<file path="src/rtl/nec_ir_pulse_decoder_macros.svh">
// ----------------------------------------------------------------------------
// nec_ir_pulse_decoder_macros.svh
// assertion macros for the nec ir pulse decoder, empty when synthesizing
// ----------------------------------------------------------------------------
`ifndef NEC_IR_PULSE_DECODER_MACROS_SVH
`define NEC_IR_PULSE_DECODER_MACROS_SVH

`ifndef SYNTHESIS

// same-cycle implication on i_clk, off during reset
`define NEC_IR_ASSERT_IMP(lbl, ante, cons) \
    lbl: assert property (@(posedge i_clk) disable iff (!i_rst_n) (ante) |-> (cons)) \
        else $error("nec_ir assertion failed");

// next-cycle implication on i_clk, off during reset
`define NEC_IR_ASSERT_NXT(lbl, ante, cons) \
    lbl: assert property (@(posedge i_clk) disable iff (!i_rst_n) (ante) |=> (cons)) \
        else $error("nec_ir assertion failed");

`else

`define NEC_IR_ASSERT_IMP(lbl, ante, cons)
`define NEC_IR_ASSERT_NXT(lbl, ante, cons)

`endif

`endif

</file>
<file path="src/rtl/nec_ir_pkg.sv">
// ----------------------------------------------------------------------------
// nec_ir_pkg
// types, register codes and reset values shared by the nec ir decoder
// ----------------------------------------------------------------------------
`default_nettype none

package nec_ir_pkg;

    localparam int CODE_W  = 32;
    localparam int TICK_W  = 8;
    localparam int CFG_W   = 8;
    localparam int CFG_IDX_W = 3;

    // register indexes on the configuration port
    localparam logic [CFG_IDX_W-1:0] CFG_LEAD_MARK_MIN  = 3'd0;
    localparam logic [CFG_IDX_W-1:0] CFG_LEAD_MARK_MAX  = 3'd1;
    localparam logic [CFG_IDX_W-1:0] CFG_LEAD_SPACE_MIN = 3'd2;
    localparam logic [CFG_IDX_W-1:0] CFG_LEAD_SPACE_MAX = 3'd3;
    localparam logic [CFG_IDX_W-1:0] CFG_BIT_MARK_MIN   = 3'd4;
    localparam logic [CFG_IDX_W-1:0] CFG_BIT_MARK_MAX   = 3'd5;
    localparam logic [CFG_IDX_W-1:0] CFG_BIT_SPACE_MAX  = 3'd6;
    localparam logic [CFG_IDX_W-1:0] CFG_ONE_THRESHOLD  = 3'd7;

    // register reset values in ticks
    localparam logic [CFG_W-1:0] RST_LEAD_MARK_MIN  = 8'd138;
    localparam logic [CFG_W-1:0] RST_LEAD_MARK_MAX  = 8'd152;
    localparam logic [CFG_W-1:0] RST_LEAD_SPACE_MIN = 8'd65;
    localparam logic [CFG_W-1:0] RST_LEAD_SPACE_MAX = 8'd80;
    localparam logic [CFG_W-1:0] RST_BIT_MARK_MIN   = 8'd7;
    localparam logic [CFG_W-1:0] RST_BIT_MARK_MAX   = 8'd11;
    localparam logic [CFG_W-1:0] RST_BIT_SPACE_MAX  = 8'd29;
    localparam logic [CFG_W-1:0] RST_ONE_THRESHOLD  = 8'd16;

    // input action codes
    localparam logic ACT_EDGE     = 1'b0;
    localparam logic ACT_OVERFLOW = 1'b1;

    typedef enum logic [2:0] {
        PH_IDLE   = 3'd0,
        PH_LMARK  = 3'd1,
        PH_LSPACE = 3'd2,
        PH_BMARK  = 3'd3,
        PH_BSPACE = 3'd4
    } t_phase;

    typedef struct packed {
        logic [CFG_W-1:0] lead_mark_min;
        logic [CFG_W-1:0] lead_mark_max;
        logic [CFG_W-1:0] lead_space_min;
        logic [CFG_W-1:0] lead_space_max;
        logic [CFG_W-1:0] bit_mark_min;
        logic [CFG_W-1:0] bit_mark_max;
        logic [CFG_W-1:0] bit_space_max;
        logic [CFG_W-1:0] one_threshold;
    } t_cfg;

    typedef struct packed {
        logic              frame_done;
        logic [CODE_W-1:0] frame_code;
        logic [7:0]        command_byte;
        logic              repeat_seen;
        logic              frame_error;
    } t_result;

    // inclusive window check, empty when lo is above hi
    function automatic logic in_window(input logic [TICK_W-1:0] t,
                                       input logic [CFG_W-1:0] lo,
                                       input logic [CFG_W-1:0] hi);
        return (t >= lo) && (t <= hi);
    endfunction

endpackage

`default_nettype wire

</file>
<file path="src/rtl/nec_ir_core.sv">
// ----------------------------------------------------------------------------
// nec_ir_core
// frame state machine: checks each interval, shifts in bits, forms the result
// ----------------------------------------------------------------------------
`default_nettype none

module nec_ir_core
    import nec_ir_pkg::*;
#(
    parameter int FRAME_BITS = 32
) (
    input  wire logic              i_clk,
    input  wire logic              i_rst_n,
    input  wire logic              i_fire,
    input  wire logic              i_action,
    input  wire logic [TICK_W-1:0] i_ticks,
    input  wire t_cfg              i_cfg,
    output t_result                o_result
);

    localparam int CNT_W = (FRAME_BITS > 1) ? $clog2(FRAME_BITS) : 1;
    localparam logic [CNT_W-1:0] LAST_BIT = CNT_W'(FRAME_BITS - 1);

    t_phase            r_phase, n_phase;
    logic [CNT_W-1:0]  r_bits, n_bits;
    logic [CODE_W-1:0] r_shift, n_shift;

    logic lead_mark_ok, lead_space_ok, bit_mark_ok, bit_space_ok, bit_val, last_bit;

    // interval checks
    always_comb begin
        lead_mark_ok  = in_window(i_ticks, i_cfg.lead_mark_min, i_cfg.lead_mark_max);
        lead_space_ok = in_window(i_ticks, i_cfg.lead_space_min, i_cfg.lead_space_max);
        bit_mark_ok   = in_window(i_ticks, i_cfg.bit_mark_min, i_cfg.bit_mark_max);
        bit_space_ok  = in_window(i_ticks, i_cfg.bit_mark_min, i_cfg.bit_space_max);
        bit_val       = (i_ticks > i_cfg.one_threshold);
        last_bit      = (r_bits == LAST_BIT);
    end

    // next phase
    always_comb begin
        n_phase = r_phase;
        if (i_action == ACT_OVERFLOW) begin
            n_phase = PH_IDLE;
        end else begin
            unique case (r_phase)
                PH_LMARK:  n_phase = lead_mark_ok ? PH_LSPACE : PH_IDLE;
                PH_LSPACE: n_phase = lead_space_ok ? PH_BMARK : PH_IDLE;
                PH_BMARK:  n_phase = bit_mark_ok ? PH_BSPACE : PH_IDLE;
                PH_BSPACE: n_phase = (bit_space_ok && !last_bit) ? PH_BMARK : PH_IDLE;
                default:   n_phase = PH_LMARK;
            endcase
        end
    end

    // datapath and result flags
    always_comb begin
        n_bits   = r_bits;
        n_shift  = r_shift;
        o_result = '0;
        if (i_action == ACT_EDGE) begin
            unique case (r_phase)
                PH_LMARK: begin
                    o_result.frame_error = !lead_mark_ok;
                end
                PH_LSPACE: begin
                    o_result.repeat_seen = !lead_space_ok;
                end
                PH_BMARK: begin
                    o_result.frame_error = !bit_mark_ok;
                end
                PH_BSPACE: begin
                    if (!bit_space_ok) begin
                        o_result.frame_error = 1'b1;
                    end else begin
                        n_shift = {r_shift[CODE_W-2:0], bit_val};
                        if (last_bit) begin
                            n_bits                = '0;
                            o_result.frame_done   = 1'b1;
                            o_result.frame_code   = n_shift;
                            o_result.command_byte = n_shift[15:8];
                        end else begin
                            n_bits = r_bits + 1'b1;
                        end
                    end
                end
                default: begin
                    // frame start
                    n_bits  = '0;
                    n_shift = '0;
                end
            endcase
        end
    end

    // state registers
    always_ff @(posedge i_clk) begin
        if (!i_rst_n) begin
            r_phase <= PH_IDLE;
            r_bits  <= '0;
            r_shift <= '0;
        end else if (i_fire) begin
            r_phase <= n_phase;
            r_bits  <= n_bits;
            r_shift <= n_shift;
        end
    end

endmodule

`default_nettype wire

</file>
<file path="src/rtl/nec_ir_pulse_decoder.sv">
// ----------------------------------------------------------------------------
// nec_ir_pulse_decoder
// nec infrared frame decoder driven by edge events carrying interval ticks
// ----------------------------------------------------------------------------
//  channel   direction  beat contents
//  s_axis    in         tuser: action; tdata: elapsed_ticks
//  m_axis    out        tuser: done, repeat, error; tdata: code, command
//  cfg       in         write enable, register index, 8-bit value
//
//  one beat in gives one beat out via input register, decode logic and result
//  register; a new beat can be taken every cycle unless the result side stalls.
//  the frame state register and the window compares form a loop with no other register in it.
//  synchronous active-low reset clears frame state and valids and reloads the window registers.
//  a stalled result holds in the output register while the input register
//  still takes one more beat.
// ----------------------------------------------------------------------------
`default_nettype none

`include "nec_ir_pulse_decoder_macros.svh"

module nec_ir_pulse_decoder
    import nec_ir_pkg::*;
#(
    parameter int FRAME_BITS = 32
) (
    input  wire logic                 i_clk,
    input  wire logic                 i_rst_n,

    input  wire logic                 s_axis_tvalid,
    output logic                      s_axis_tready,
    input  wire logic [7:0]           s_axis_tdata,   // [7:0] elapsed_ticks
    input  wire logic                 s_axis_tuser,   // [0] action

    output logic                      m_axis_tvalid,
    input  wire logic                 m_axis_tready,
    output logic [39:0]               m_axis_tdata,   // [31:0] frame_code, [39:32] command_byte
    output logic [2:0]                m_axis_tuser,   // [0] frame_done, [1] repeat_seen, [2] frame_error

    input  wire logic                 i_cfg_we,
    input  wire logic [CFG_IDX_W-1:0] i_cfg_idx,
    input  wire logic [CFG_W-1:0]     i_cfg_data
);

    t_cfg              r_cfg;
    logic              r_in_valid;
    logic              r_in_action;
    logic [TICK_W-1:0] r_in_ticks;
    logic              r_out_valid;
    t_result           r_out;
    t_result           core_result;
    logic              fire;

    // configuration registers
    always_ff @(posedge i_clk) begin
        if (!i_rst_n) begin
            r_cfg.lead_mark_min  <= RST_LEAD_MARK_MIN;
            r_cfg.lead_mark_max  <= RST_LEAD_MARK_MAX;
            r_cfg.lead_space_min <= RST_LEAD_SPACE_MIN;
            r_cfg.lead_space_max <= RST_LEAD_SPACE_MAX;
            r_cfg.bit_mark_min   <= RST_BIT_MARK_MIN;
            r_cfg.bit_mark_max   <= RST_BIT_MARK_MAX;
            r_cfg.bit_space_max  <= RST_BIT_SPACE_MAX;
            r_cfg.one_threshold  <= RST_ONE_THRESHOLD;
        end else if (i_cfg_we) begin
            unique case (i_cfg_idx)
                CFG_LEAD_MARK_MIN:  r_cfg.lead_mark_min  <= i_cfg_data;
                CFG_LEAD_MARK_MAX:  r_cfg.lead_mark_max  <= i_cfg_data;
                CFG_LEAD_SPACE_MIN: r_cfg.lead_space_min <= i_cfg_data;
                CFG_LEAD_SPACE_MAX: r_cfg.lead_space_max <= i_cfg_data;
                CFG_BIT_MARK_MIN:   r_cfg.bit_mark_min   <= i_cfg_data;
                CFG_BIT_MARK_MAX:   r_cfg.bit_mark_max   <= i_cfg_data;
                CFG_BIT_SPACE_MAX:  r_cfg.bit_space_max  <= i_cfg_data;
                CFG_ONE_THRESHOLD:  r_cfg.one_threshold  <= i_cfg_data;
                default:            r_cfg                <= r_cfg;
            endcase
        end
    end

    // handshake: decode fires when a beat waits and the result slot frees up
    assign fire          = r_in_valid && (!r_out_valid || m_axis_tready);
    assign s_axis_tready = !r_in_valid || fire;

    // input register
    always_ff @(posedge i_clk) begin
        if (!i_rst_n) begin
            r_in_valid <= 1'b0;
        end else if (s_axis_tready) begin
            r_in_valid <= s_axis_tvalid;
        end
    end

    always_ff @(posedge i_clk) begin
        if (s_axis_tvalid && s_axis_tready) begin
            r_in_action <= s_axis_tuser;
            r_in_ticks  <= s_axis_tdata;
        end
    end

    // frame decode
    nec_ir_core #(
        .FRAME_BITS (FRAME_BITS)
    ) u_core (
        .i_clk    (i_clk),
        .i_rst_n  (i_rst_n),
        .i_fire   (fire),
        .i_action (r_in_action),
        .i_ticks  (r_in_ticks),
        .i_cfg    (r_cfg),
        .o_result (core_result)
    );

    // result register
    always_ff @(posedge i_clk) begin
        if (!i_rst_n) begin
            r_out_valid <= 1'b0;
        end else if (fire) begin
            r_out_valid <= 1'b1;
        end else if (m_axis_tready) begin
            r_out_valid <= 1'b0;
        end
    end

    always_ff @(posedge i_clk) begin
        if (fire) begin
            r_out <= core_result;
        end
    end

    assign m_axis_tvalid = r_out_valid;
    assign m_axis_tdata  = {r_out.command_byte, r_out.frame_code};
    assign m_axis_tuser  = {r_out.frame_error, r_out.repeat_seen, r_out.frame_done};

    // checks
    `NEC_IR_ASSERT_IMP(a_one_flag, m_axis_tvalid, $onehot0(m_axis_tuser))
    `NEC_IR_ASSERT_IMP(a_code_zero, m_axis_tvalid && !m_axis_tuser[0], m_axis_tdata == 40'd0)
    `NEC_IR_ASSERT_IMP(a_cmd_byte, m_axis_tvalid, m_axis_tdata[39:32] == m_axis_tdata[15:8])
    `NEC_IR_ASSERT_NXT(a_in_taken, s_axis_tvalid && s_axis_tready, r_in_valid)

endmodule

`default_nettype wire

</file>
<file path="config.mk">
export PLATFORM = sky130hd
export DESIGN_NAME = nec_ir_pulse_decoder
export DESIGN_NICKNAME = d
export VERILOG_FILES = /design/src/rtl/nec_ir_pkg.sv /design/src/rtl/nec_ir_core.sv /design/src/rtl/nec_ir_pulse_decoder.sv
export VERILOG_INCLUDE_DIRS = /design/src /design/src/rtl
export SDC_FILE = /design/constraint.sdc
export NUM_CORES = 1
export LEC_CHECK = 0
export BUFFER_PORTS_ARGS = -buffer_cell sky130_fd_sc_hd__buf_2
export CAP_MARGIN = 20
export CORE_MARGIN = 5
export CORE_UTILIZATION = 60
export CTS_CLUSTER_DIAMETER = 120
export DETAILED_ROUTE_END_ITERATION = 16
export PLACE_DENSITY = 0.87
export SYNTH_ARGS = -nofsm -noshare
export SYNTH_HDL_FRONTEND = slang
export SYNTH_SLANG_ARGS = --single-unit
</file>
<file path="constraint.sdc">
create_clock -name i_clk -period 2.5 [get_ports i_clk]
set_input_delay 0.5 -clock i_clk [delete_from_list [all_inputs] [get_ports i_clk]]
set_output_delay 0.5 -clock i_clk [all_outputs]
set_load 0.1 [all_outputs]
</file>
==> flow_summary.yaml, run 1 <==
floorplan:
  top_level_ports: 70
  start_util_pct: 61.5
  die-area_mm2: 0.0147
  core_area_mm2: 0.0121
  rows: 40
  die_width_um: 121
  die_h_um: 121
final_layout:
  layout-drive-gt1-share_pct: 16.2
  final_common_cell: "nand2_1"
  final_cell_mix: "nand2_1, dfxtp_1, buf_2, ha_1, inv_1"
  fin_nets: 956
  syn_to_final_growth_pct: 15.0
  diodes: 0
  finalInstanceArea_mm2: 0.00856
clock_tree:
  cts-root-buf: "clkbuf_16"
  numCtsBuffers: 17
  h-tree-depth: 4
  cts-hold-fix-buffers: 0
  clockBufferDepth: 2
  clkTransAtPathRegs_ns: 0.06
  cts_tree: "built"
  worstSkewPairLatency_ns: 0.43
  numClockSinks: 149
hold_path:
  hp-start: "s_axis_tdata[0]"
  holdCritPathClass: "primary input to flip-flop"
timing:
  period_share_pct: 97.3
  final_max_slew_viol_count: 0
  rsz0062_at_grt: "no"
  final.min_clock_period_ns: 2.43
  tightestPinTransition_ns: 0.810
  setup_tns_ns: 0
  final-hold-violation-count: 0
  setup_violations: 0
  fin_skew_ns: 0.0102
  slew_headroom_pct: 45.8
  fmaxAchievable_mhz: 411
detailed_routing:
  dr.pass1.iters: 5
  vias: 5944
  wl_per_cell_um: 16.4
  drtIter0Drc: 483
  routed_wl_um: 17200
  drc: 0
  viasPerCell: 5.68
  final_antenna_net_count: 0
worst_setup_path:
  crit_arrival_ns: 2.61
  cpPeakStageDelay_ns: 0.54
  crit_chain: "ha_1 -> nor2b_1 -> o211ai_1 -> a211oi_2 -> nor3_2 -> and4b_1 -> buf_12 -> and2_1"
  crit_path_max_fanout: 33
  r2r-start: "r_in_ticks[1]$_DFFE_PP_"
  crit_slowest_cell: "edfxtp_1"
  required_ns: 2.68
  worstSetupEndpointType: "flip-flop"
  critPathKind: "flip-flop to flip-flop"
  cp-start-kind: "flip-flop"
  cp-startpoint: "r_in_ticks[1]$_DFFE_PP_"
logic_synthesis:
  synth_warnings: 0
  synth_fp_nets: 892
  synthTopCellsByArea: "dfxtp_1, edfxtp_1, ha_1"
  ys_ff_latch: 149
  synth_largest_area_cell: "dfxtp_1"
  syn_area_per_cell_um2: 9.30
  syn_inst: 801
  ys_seq_area_share_pct: 46.0
  synth_enable_flop_cells: 44
  async_flop_share_pct: 0
  ys_types: 50
  synth_ff_type: "dfxtp_1"
  netlist_area_mm2: 0.00745
  synth.top_cell.area_share_pct: 28.2
placement:
  io_buffers: 69
  postPlaceCellArea_mm2: 0.00793
  hpwlAfterDp_um: 11800
  place_congestion: 0.896
grt:
  grtUsageTotal_pct: 23.9
  grt-ovfl-total: 0
  grt_pass1_vias: 5672
  antenna_found_initial: 0
  grt_first_pass_wirelength_um: 27500
  grt_max_degree: 54
run:
  max_cap_violations: 0
status:
  status: "complete, no violations"
power:
  peakVddDrop_uv: 537
  p_per_area_mw_per_mm2: 667
  p_leak_nw: 3.30
per-layer routing:
metal  wire, um  vias up  part of all wire (%)  global-route usage, %
met1       7030     2800                    41                   29.2
met3       1190       38                   6.9                   5.08
li1           -     2879                     -                      -
met2       8480      227                    49                   40.7
met5          0        -                     0                      0
met4        494        0                   2.9                   10.6
state kept, by name, summed over array words and instances, names as in the netlist:
| name | count |
|---|---|
| r_cfg | 64 |
| r_in_valid | 1 |
| m_axis_tvalid | 1 |
| u_core.r_shift | 31 |
| r_in_ticks | 8 |
| m_axis_tuser | 3 |
| u_core.r_bits | 5 |
| r_in_action | 1 |
| u_core.r_phase | 3 |
| m_axis_tdata | 32 |
layout make-up:
cell class	instances	area, um2
Clock inverter	14	114
Clock buffer	18	439
Multi-Input combinational cell	540	3570
Fill cell	899	3550
Inverter	64	240
Sequential cell	149	3420
Tap cell	168	210
Timing Repair Buffer	93	571
synthesized netlist by cell type, drive strengths merged, types with 2 or more instances:
cell     number
a221oi        2
a21boi       36
o22ai         2
o21ai        11
o211ai       21
nand2       166
inv          63
nand2b        6
a21oi        30
clkbuf       30
and3          3
nor2b        12
a31oi         3
nor3         11
a21o          5
and2         34
nor2         17
buf          18
dfxtp       105
o21a          5
nand3        47
ha           66
mux2i        32
o2111ai       2
a211oi        3
edfxtp       44
nand4        13
nand3b        3
logic make-up (layout without fill, tap and decap cells):
family | Yosys count | after routing | synth area share [%]
adders and majority gates | 66 | 66 | 11.1
DFF | 149 | 149 | 46.0
and+or+nand+nor | 316 | 316 | 20.0
muxes | 32 | 32 | 4.30
buffers and inverters | 112 | 189 | 6.74
AOI/OAI and AO/OA | 126 | 126 | 11.9
per-stage QoR:
| stage | std cells | utilization, % | setup WS [ns] | hold slack, ns | total power, mW |
|---|---|---|---|---|---|
| 2_1_floorplan | 801 | - | 0.199 | 0.430 | 3.20 |
| 3_3_place_gp | 1011 | 65.5 | 0.169 | 0.440 | 3.34 |
| 3_5_place_dp | 1011 | 65.5 | 0.0697 | 0.450 | 3.35 |
| 4_1_cts | 1043 | 70.0 | 0.0530 | 0.227 | 5.72 |
| 5_1_grt | 1046 | 70.7 | 0.00227 | 0.236 | 5.90 |
| 6_report | 1046 | 70.7 | 0.0670 | 0.239 | 5.71 |
final timing paths:
check        slack (ns)  depth (start not counted)                        endpoint
max reg2reg        0.07                          8  m_axis_tdata[27]$_SDFFCE_PP0P_
max                0.07                          8  m_axis_tdata[27]$_SDFFCE_PP0P_
min                0.24                          1         r_in_ticks[0]$_DFFE_PP_
min reg2reg        0.46                          2           r_cfg[1]$_SDFFE_PN0P_
report_power, final:
| group | internal, mW | switching (mW) |
|---|---|---|
| logic | 0.197 | 0.549 |
| registers | 2.55 | 0.0353 |
| clock network | 1.32 | 1.06 |
worst max-delay path, delay by kind of cell, from the launching register on:
family          cells  cell delay (ns)
compound gates      2             0.48
flops               1             0.54
fa+ha+maj           1             0.36
buf+inv             1             0.16
simple gates        4             0.64
what timing repair did:
action | CTS | global route
hold endpoints to repair | 0 | 0
buffers inserted | 0 | 2
gates resized for setup | 0 | 5
setup endpoints to repair | 0 | 45
Note: power is estimated with default switching activity, not from simulation.
==> run 2, diff against run 1 <==
--- a/config.mk
+++ b/config.mk
@@ -6,13 +6,14 @@
 export SDC_FILE = /design/constraint.sdc
 export NUM_CORES = 1
 export LEC_CHECK = 0
+export ABC_AREA = 1
 export BUFFER_PORTS_ARGS = -buffer_cell sky130_fd_sc_hd__buf_2
 export CAP_MARGIN = 20
 export CORE_MARGIN = 5
-export CORE_UTILIZATION = 60
+export CORE_UTILIZATION = 59
 export CTS_CLUSTER_DIAMETER = 120
 export DETAILED_ROUTE_END_ITERATION = 16
-export PLACE_DENSITY = 0.87
+export PLACE_DENSITY = 0.85
 export SYNTH_ARGS = -nofsm -noshare
 export SYNTH_HDL_FRONTEND = slang
 export SYNTH_SLANG_ARGS = --single-unit
==> flow_summary.yaml, run 2 <==
status:
  status: "complete, no violations"
floorplan:
  top_level_ports: 70
  rows: 40
  core_area_mm2: 0.0121
  start_util_pct: 60.5
  die_h_um: 121
  die-area_mm2: 0.0147
  die_width_um: 121
timing:
  final-hold-violation-count: 0
  final_max_slew_viol_count: 0
  hold-worst-slack_ns: 0.245
  slew_headroom_pct: 56.6
  tightestPinTransition_ns: 0.650
  setup_tns_ns: 0
  final.min_clock_period_ns: 2.32
  period_share_pct: 93.0
  fmaxAchievable_mhz: 430
  fin_skew_ns: 0.00538
  rsz0062_at_grt: "no"
  setup_violations: 0
clock_tree:
  clkTransAtPathRegs_ns: 0.06
  cts_tree: "built"
  cts-hold-fix-buffers: 0
  postCtsSetupRepairBufs: 0
  clockBufferDepth: 2
  h-tree-depth: 4
  numClockSinks: 149
  cts-root-buf: "clkbuf_16"
  worstSkewPairLatency_ns: 0.43
  cts_resized: 0
  numCtsBuffers: 17
detailed_routing:
  viasPerCell: 5.20
  wl_per_cell_um: 14.1
  final_antenna_net_count: 0
  vias: 5958
  drtIter0Drc: 449
  routed_wl_um: 16200
  drc: 0
  dr.pass1.iters: 6
logic_synthesis:
  synth_warnings: 0
  synth.top_cell.area_share_pct: 28.8
  syn_inst: 900
  netlist_area_mm2: 0.00730
  yosys-top-cells-count: "nor2_1, inv_1, nand2_1, dfxtp_1, o21ai_0"
  ys_ff_latch: 149
  yosysMostFrequentCell: "nor2_1"
  ys_seq_area_share_pct: 46.9
  synthTopCellsByArea: "dfxtp_1, edfxtp_1, ha_1"
  synth_enable_flop_cells: 44
  synth_largest_area_cell: "dfxtp_1"
  ys_types: 33
  synth_ff_type: "dfxtp_1"
  syn_area_per_cell_um2: 8.11
  synth_fp_nets: 991
  async_flop_share_pct: 0
final_layout:
  diodes: 0
  multi_input_area_mm2: 0.00313
  fin_nets: 1055
  final_common_cell: "nor2_1"
  layout-drive-gt1-share_pct: 14.6
  n_fill_cell: 902
  register_area_mm2: 0.00342
  largest_reg_flops: 64
  regMostFlops: "r_cfg"
  final_cell_mix: "nor2_1, inv_1, nand2_1, dfxtp_1, o21ai_0"
  syn_to_final_growth_pct: 15.2
grt:
  busiest_layer: "met2"
  gr-usage-met3_pct: 5.97
  grt_max_degree: 61
  antenna_found_initial: 0
  globalRouteMet2Util_pct: 39.0
  grtUsageTotal_pct: 23.3
  use_met1_pct: 28.8
  grt_first_pass_wirelength_um: 27000
  grt-ovfl-total: 0
  grt_pass1_vias: 5735
worst_setup_path:
  worstSetupEndpointType: "flip-flop"
  cp-start-kind: "flip-flop"
  crit_path_max_fanout: 33
  crit_arrival_ns: 2.64
  required_ns: 2.82
  critPathKind: "flip-flop to flip-flop"
power:
  peakVddDrop_uv: 609
  p_per_area_mw_per_mm2: 715
  p_leak_nw: 3.69
placement:
  hpwlAfterDp_um: 10900
  place_congestion: 0.871
  io_buffers: 69
hold_path:
  holdCritPathClass: "primary input to flip-flop"
run:
  max_cap_violations: 0
## run 2: cell count changes after synthesis, sizes merged, moves of 12 or more
cell / previous run / this run
inv: 63 / 143
o21ai: 11 / 78
a21oi: 30 / 67
nand2: 166 / 129
clkbuf: 30 / 17
nand3: 47 / 18
nor2: 17 / 175
mux2i: 32 / 0
a21boi: 36 / 0
and2: 34 / 0
nor2b: 12 / 0
## run 2: final timing paths
check	to	slack, ns	cells after the start	from
hold / removal	r_in_ticks[4]$_DFFE_PP_	0.25	1	s_axis_tdata[4]
setup reg to reg	u_core.r_shift[2]$_SDFFE_PN0P_	0.18	12	r_in_ticks[5]$_DFFE_PP_
setup / recovery	u_core.r_shift[2]$_SDFFE_PN0P_	0.18	12	r_in_ticks[5]$_DFFE_PP_
hold reg to reg	r_cfg[28]$_SDFFE_PN0P_	0.46	2	r_cfg[28]$_SDFFE_PN0P_
## run 2: through the flow
| stage | area [um2] | total power [mW] | std cells | setup slack (ns) | util [%] |
|---|---|---|---|---|---|
| floorplan | 7300 | 3.22 | 900 | 0.0891 | - |
| global placement | 7790 | 3.37 | 1113 | 0.341 | 64.6 |
| detailed placement | 7790 | 3.39 | 1113 | 0.239 | 64.6 |
| CTS | 8410 | 6.03 | 1145 | 0.184 | 69.7 |
| global route | 8410 | 6.24 | 1145 | 0.00934 | 69.7 |
| finish | 8410 | 6.01 | 1145 | 0.175 | 69.7 |
## run 2: per-layer routing
layer	vias up	part of all wire, %
met1	2732	43
met5	-	0
met3	38	5.6
li1	3018	-
met4	0	2.7
met2	170	49
## run 2: worst max-delay path, cell delays in order, from the launching register on
cell,delay [ns]
edfxtp_1,0.58
ha_1,0.38
a21oi_1,0.17
nor2_1,0.06
nor2_1,0.10
nand2_1,0.07
nand2_1,0.09
nand2_2,0.08
nand2_4,0.08
nand2_4,0.05
buf_4,0.23
o21ai_0,0.24
nor2_1,0.08
## run 2: logic make-up (layout without fill, tap and decap cells)
group	after synthesis	count (layout)	share of synthesized area [%]
AO/OA/AOI/OAI	168	168	12.4
buffers and inverters	181	258	10.3
adder cells (fa/ha/maj)	66	66	11.3
AND/OR/NAND/NOR	336	336	19.1
flip-flops	149	149	46.9
## run 2: area by class of cell
class	count	area share [%]
sequential	149	40.7
multi-input combinational	570	37.2
inverter	143	6.41
timing repair buffer	83	5.80
clock buffer	17	5.06
tap	168	2.50
clock inverter	15	2.26
## run 2: power breakdown
part / internal [mW] / leakage (nW) / switching [mW]
registers: 2.58 / 1.29 / 0.0568
clock network: 1.59 / 0.301 / 1.06
logic: 0.202 / 2.10 / 0.512
==> run 3, diff against run 2 <==
--- a/config.mk
+++ b/config.mk
@@ -14,6 +14,7 @@
 export CTS_CLUSTER_DIAMETER = 120
 export DETAILED_ROUTE_END_ITERATION = 16
 export PLACE_DENSITY = 0.85
+export REMOVE_ABC_BUFFERS = 1
 export SYNTH_ARGS = -nofsm -noshare
 export SYNTH_HDL_FRONTEND = slang
 export SYNTH_SLANG_ARGS = --single-unit
==> flow_summary.yaml, run 3 (same netlist as run 2, synthesis figures left out) <==
status:
  status: "complete, no violations"
timing:
  final-hold-violation-count: 0
  timing.final.ws_setup_ns: 0.191
  final.min_clock_period_ns: 2.31
  fin_skew_ns: 0.00796
  rsz0062_at_grt: "no"
  setup_tns_ns: 0
  period_share_pct: 92.4
  fmaxAchievable_mhz: 433
  setup_violations: 0
  tightestPinTransition_ns: 0.638
  slew_headroom_pct: 57.4
  hold-worst-slack_ns: 0.247
  final_max_slew_viol_count: 0
clock_tree:
  clockBufferDepth: 2
  clkTransAtPathRegs_ns: 0.06
  cts-root-buf: "clkbuf_16"
  numClockSinks: 149
  postCtsSetupRepairBufs: 0
  cts_resized: 0
  numCtsBuffers: 17
  h-tree-depth: 4
  cts-hold-fix-buffers: 0
  worstSkewPairLatency_ns: 0.43
  cts_tree: "built"
final_layout:
  final_common_cell: "nor2_1"
  diodes: 0
  largest_reg_flops: 64
  finalInstanceArea_mm2: 0.00841
  final_cell_mix: "nor2_1, inv_1, nand2_1, dfxtp_1, o21ai_0"
  layout-drive-gt1-share_pct: 14.6
  n_fill_cell: 891
  fin_nets: 1058
  final_util_pct: 69.7
  syn_to_final_growth_pct: 15.2
  regMostFlops: "r_cfg"
grt:
  grt_max_degree: 70
  grtUsageTotal_pct: 22.1
  grt_pass1_vias: 5215
  antenna_found_initial: 0
  grt_first_pass_wirelength_um: 25500
  grt-ovfl-total: 0
placement:
  hpwlAfterDp_um: 10800
  io_buffers: 69
  postPlaceCellArea_mm2: 0.00781
  place_congestion: 0.848
  place_ws_ns: 0.339
worst_setup_path:
  r2r_slack_ns: 0.19
  worstSetupEndpointType: "flip-flop"
  crit_arrival_ns: 2.62
  crit_path_max_fanout: 32
  required_ns: 2.81
  worst-r2r-cell-count: 14
  cp-start-kind: "flip-flop"
  critPathKind: "flip-flop to flip-flop"
floorplan:
  rows: 40
  start_util_pct: 60.5
  die_h_um: 121
  die_width_um: 121
  top_level_ports: 70
  die-area_mm2: 0.0147
  core_area_mm2: 0.0121
detailed_routing:
  wl_per_cell_um: 13.8
  drtIter0Drc: 489
  vias: 5937
  drc: 0
  routed_wl_um: 15800
  dr.pass1.iters: 7
  final_antenna_net_count: 0
  viasPerCell: 5.17
hold_path:
  holdCritPathClass: "primary input to flip-flop"
  holdPathStages: 1
run:
  max_cap_violations: 0
power:
  p_leak_nw: 3.70
  peakVddDrop_uv: 582
  p_per_area_mw_per_mm2: 707
run 3: per-stage QoR:
stage | power (mW) | cells
2_1_floorplan | 3.19 | 862
3_3_place_gp | 3.37 | 1116
3_5_place_dp | 3.39 | 1116
4_1_cts | 5.98 | 1148
5_1_grt | 6.18 | 1148
6_report | 5.95 | 1148
run 3: area by class of cell:
type	count	area, um2	area share [%]
Sequential cell	149	3420	40.7
Clock buffer	18	429	5.10
Tap cell	168	210	2.50
Inverter	143	539	6.41
Clock inverter	14	174	2.07
Multi-Input combinational cell	570	3130	37.2
Timing Repair Buffer	86	510	6.07
run 3: power by group:
group          total, mW  switching, mW  internal, mW
combinational      0.718          0.512         0.206
clock               2.60           1.02          1.58
sequential          2.64         0.0531          2.58
run 3: path summary, 6_finish.rpt:
kind                            from                              end
max reg2reg  r_in_ticks[1]$_DFFE_PP_  u_core.r_shift[11]$_SDFFE_PN0P_
min                  s_axis_tdata[4]          r_in_ticks[4]$_DFFE_PP_
min reg2reg   r_cfg[14]$_SDFFE_PN0P_           r_cfg[14]$_SDFFE_PN0P_
max          r_in_ticks[1]$_DFFE_PP_  u_core.r_shift[11]$_SDFFE_PN0P_
run 3: worst max-delay path, cell delays in order (launching register included):
cell and delay [ns]:
edfxtp_1 0.54, ha_1 0.36, nand2_1 0.07, nand2_1 0.04, nand2_1 0.05, nand2_1 0.05
nand2_1 0.05, nand2_1 0.05, nand2_1 0.12, nand2_2 0.10, nand2_4 0.08, nand2_4 0.06
buf_4 0.22, o21ai_0 0.29, nor2_1 0.09
run 3: routing by layer:
metal / vias up / part of all wire, % / GRT usage [%]
li1: 3024 / - / -
met1: 2683 / 45 / 28.7
met2: 193 / 47 / 34.9
met3: 37 / 5.9 / 5.87
met4: 0 / 2.7 / 9.66
met5: - / 0 / 0
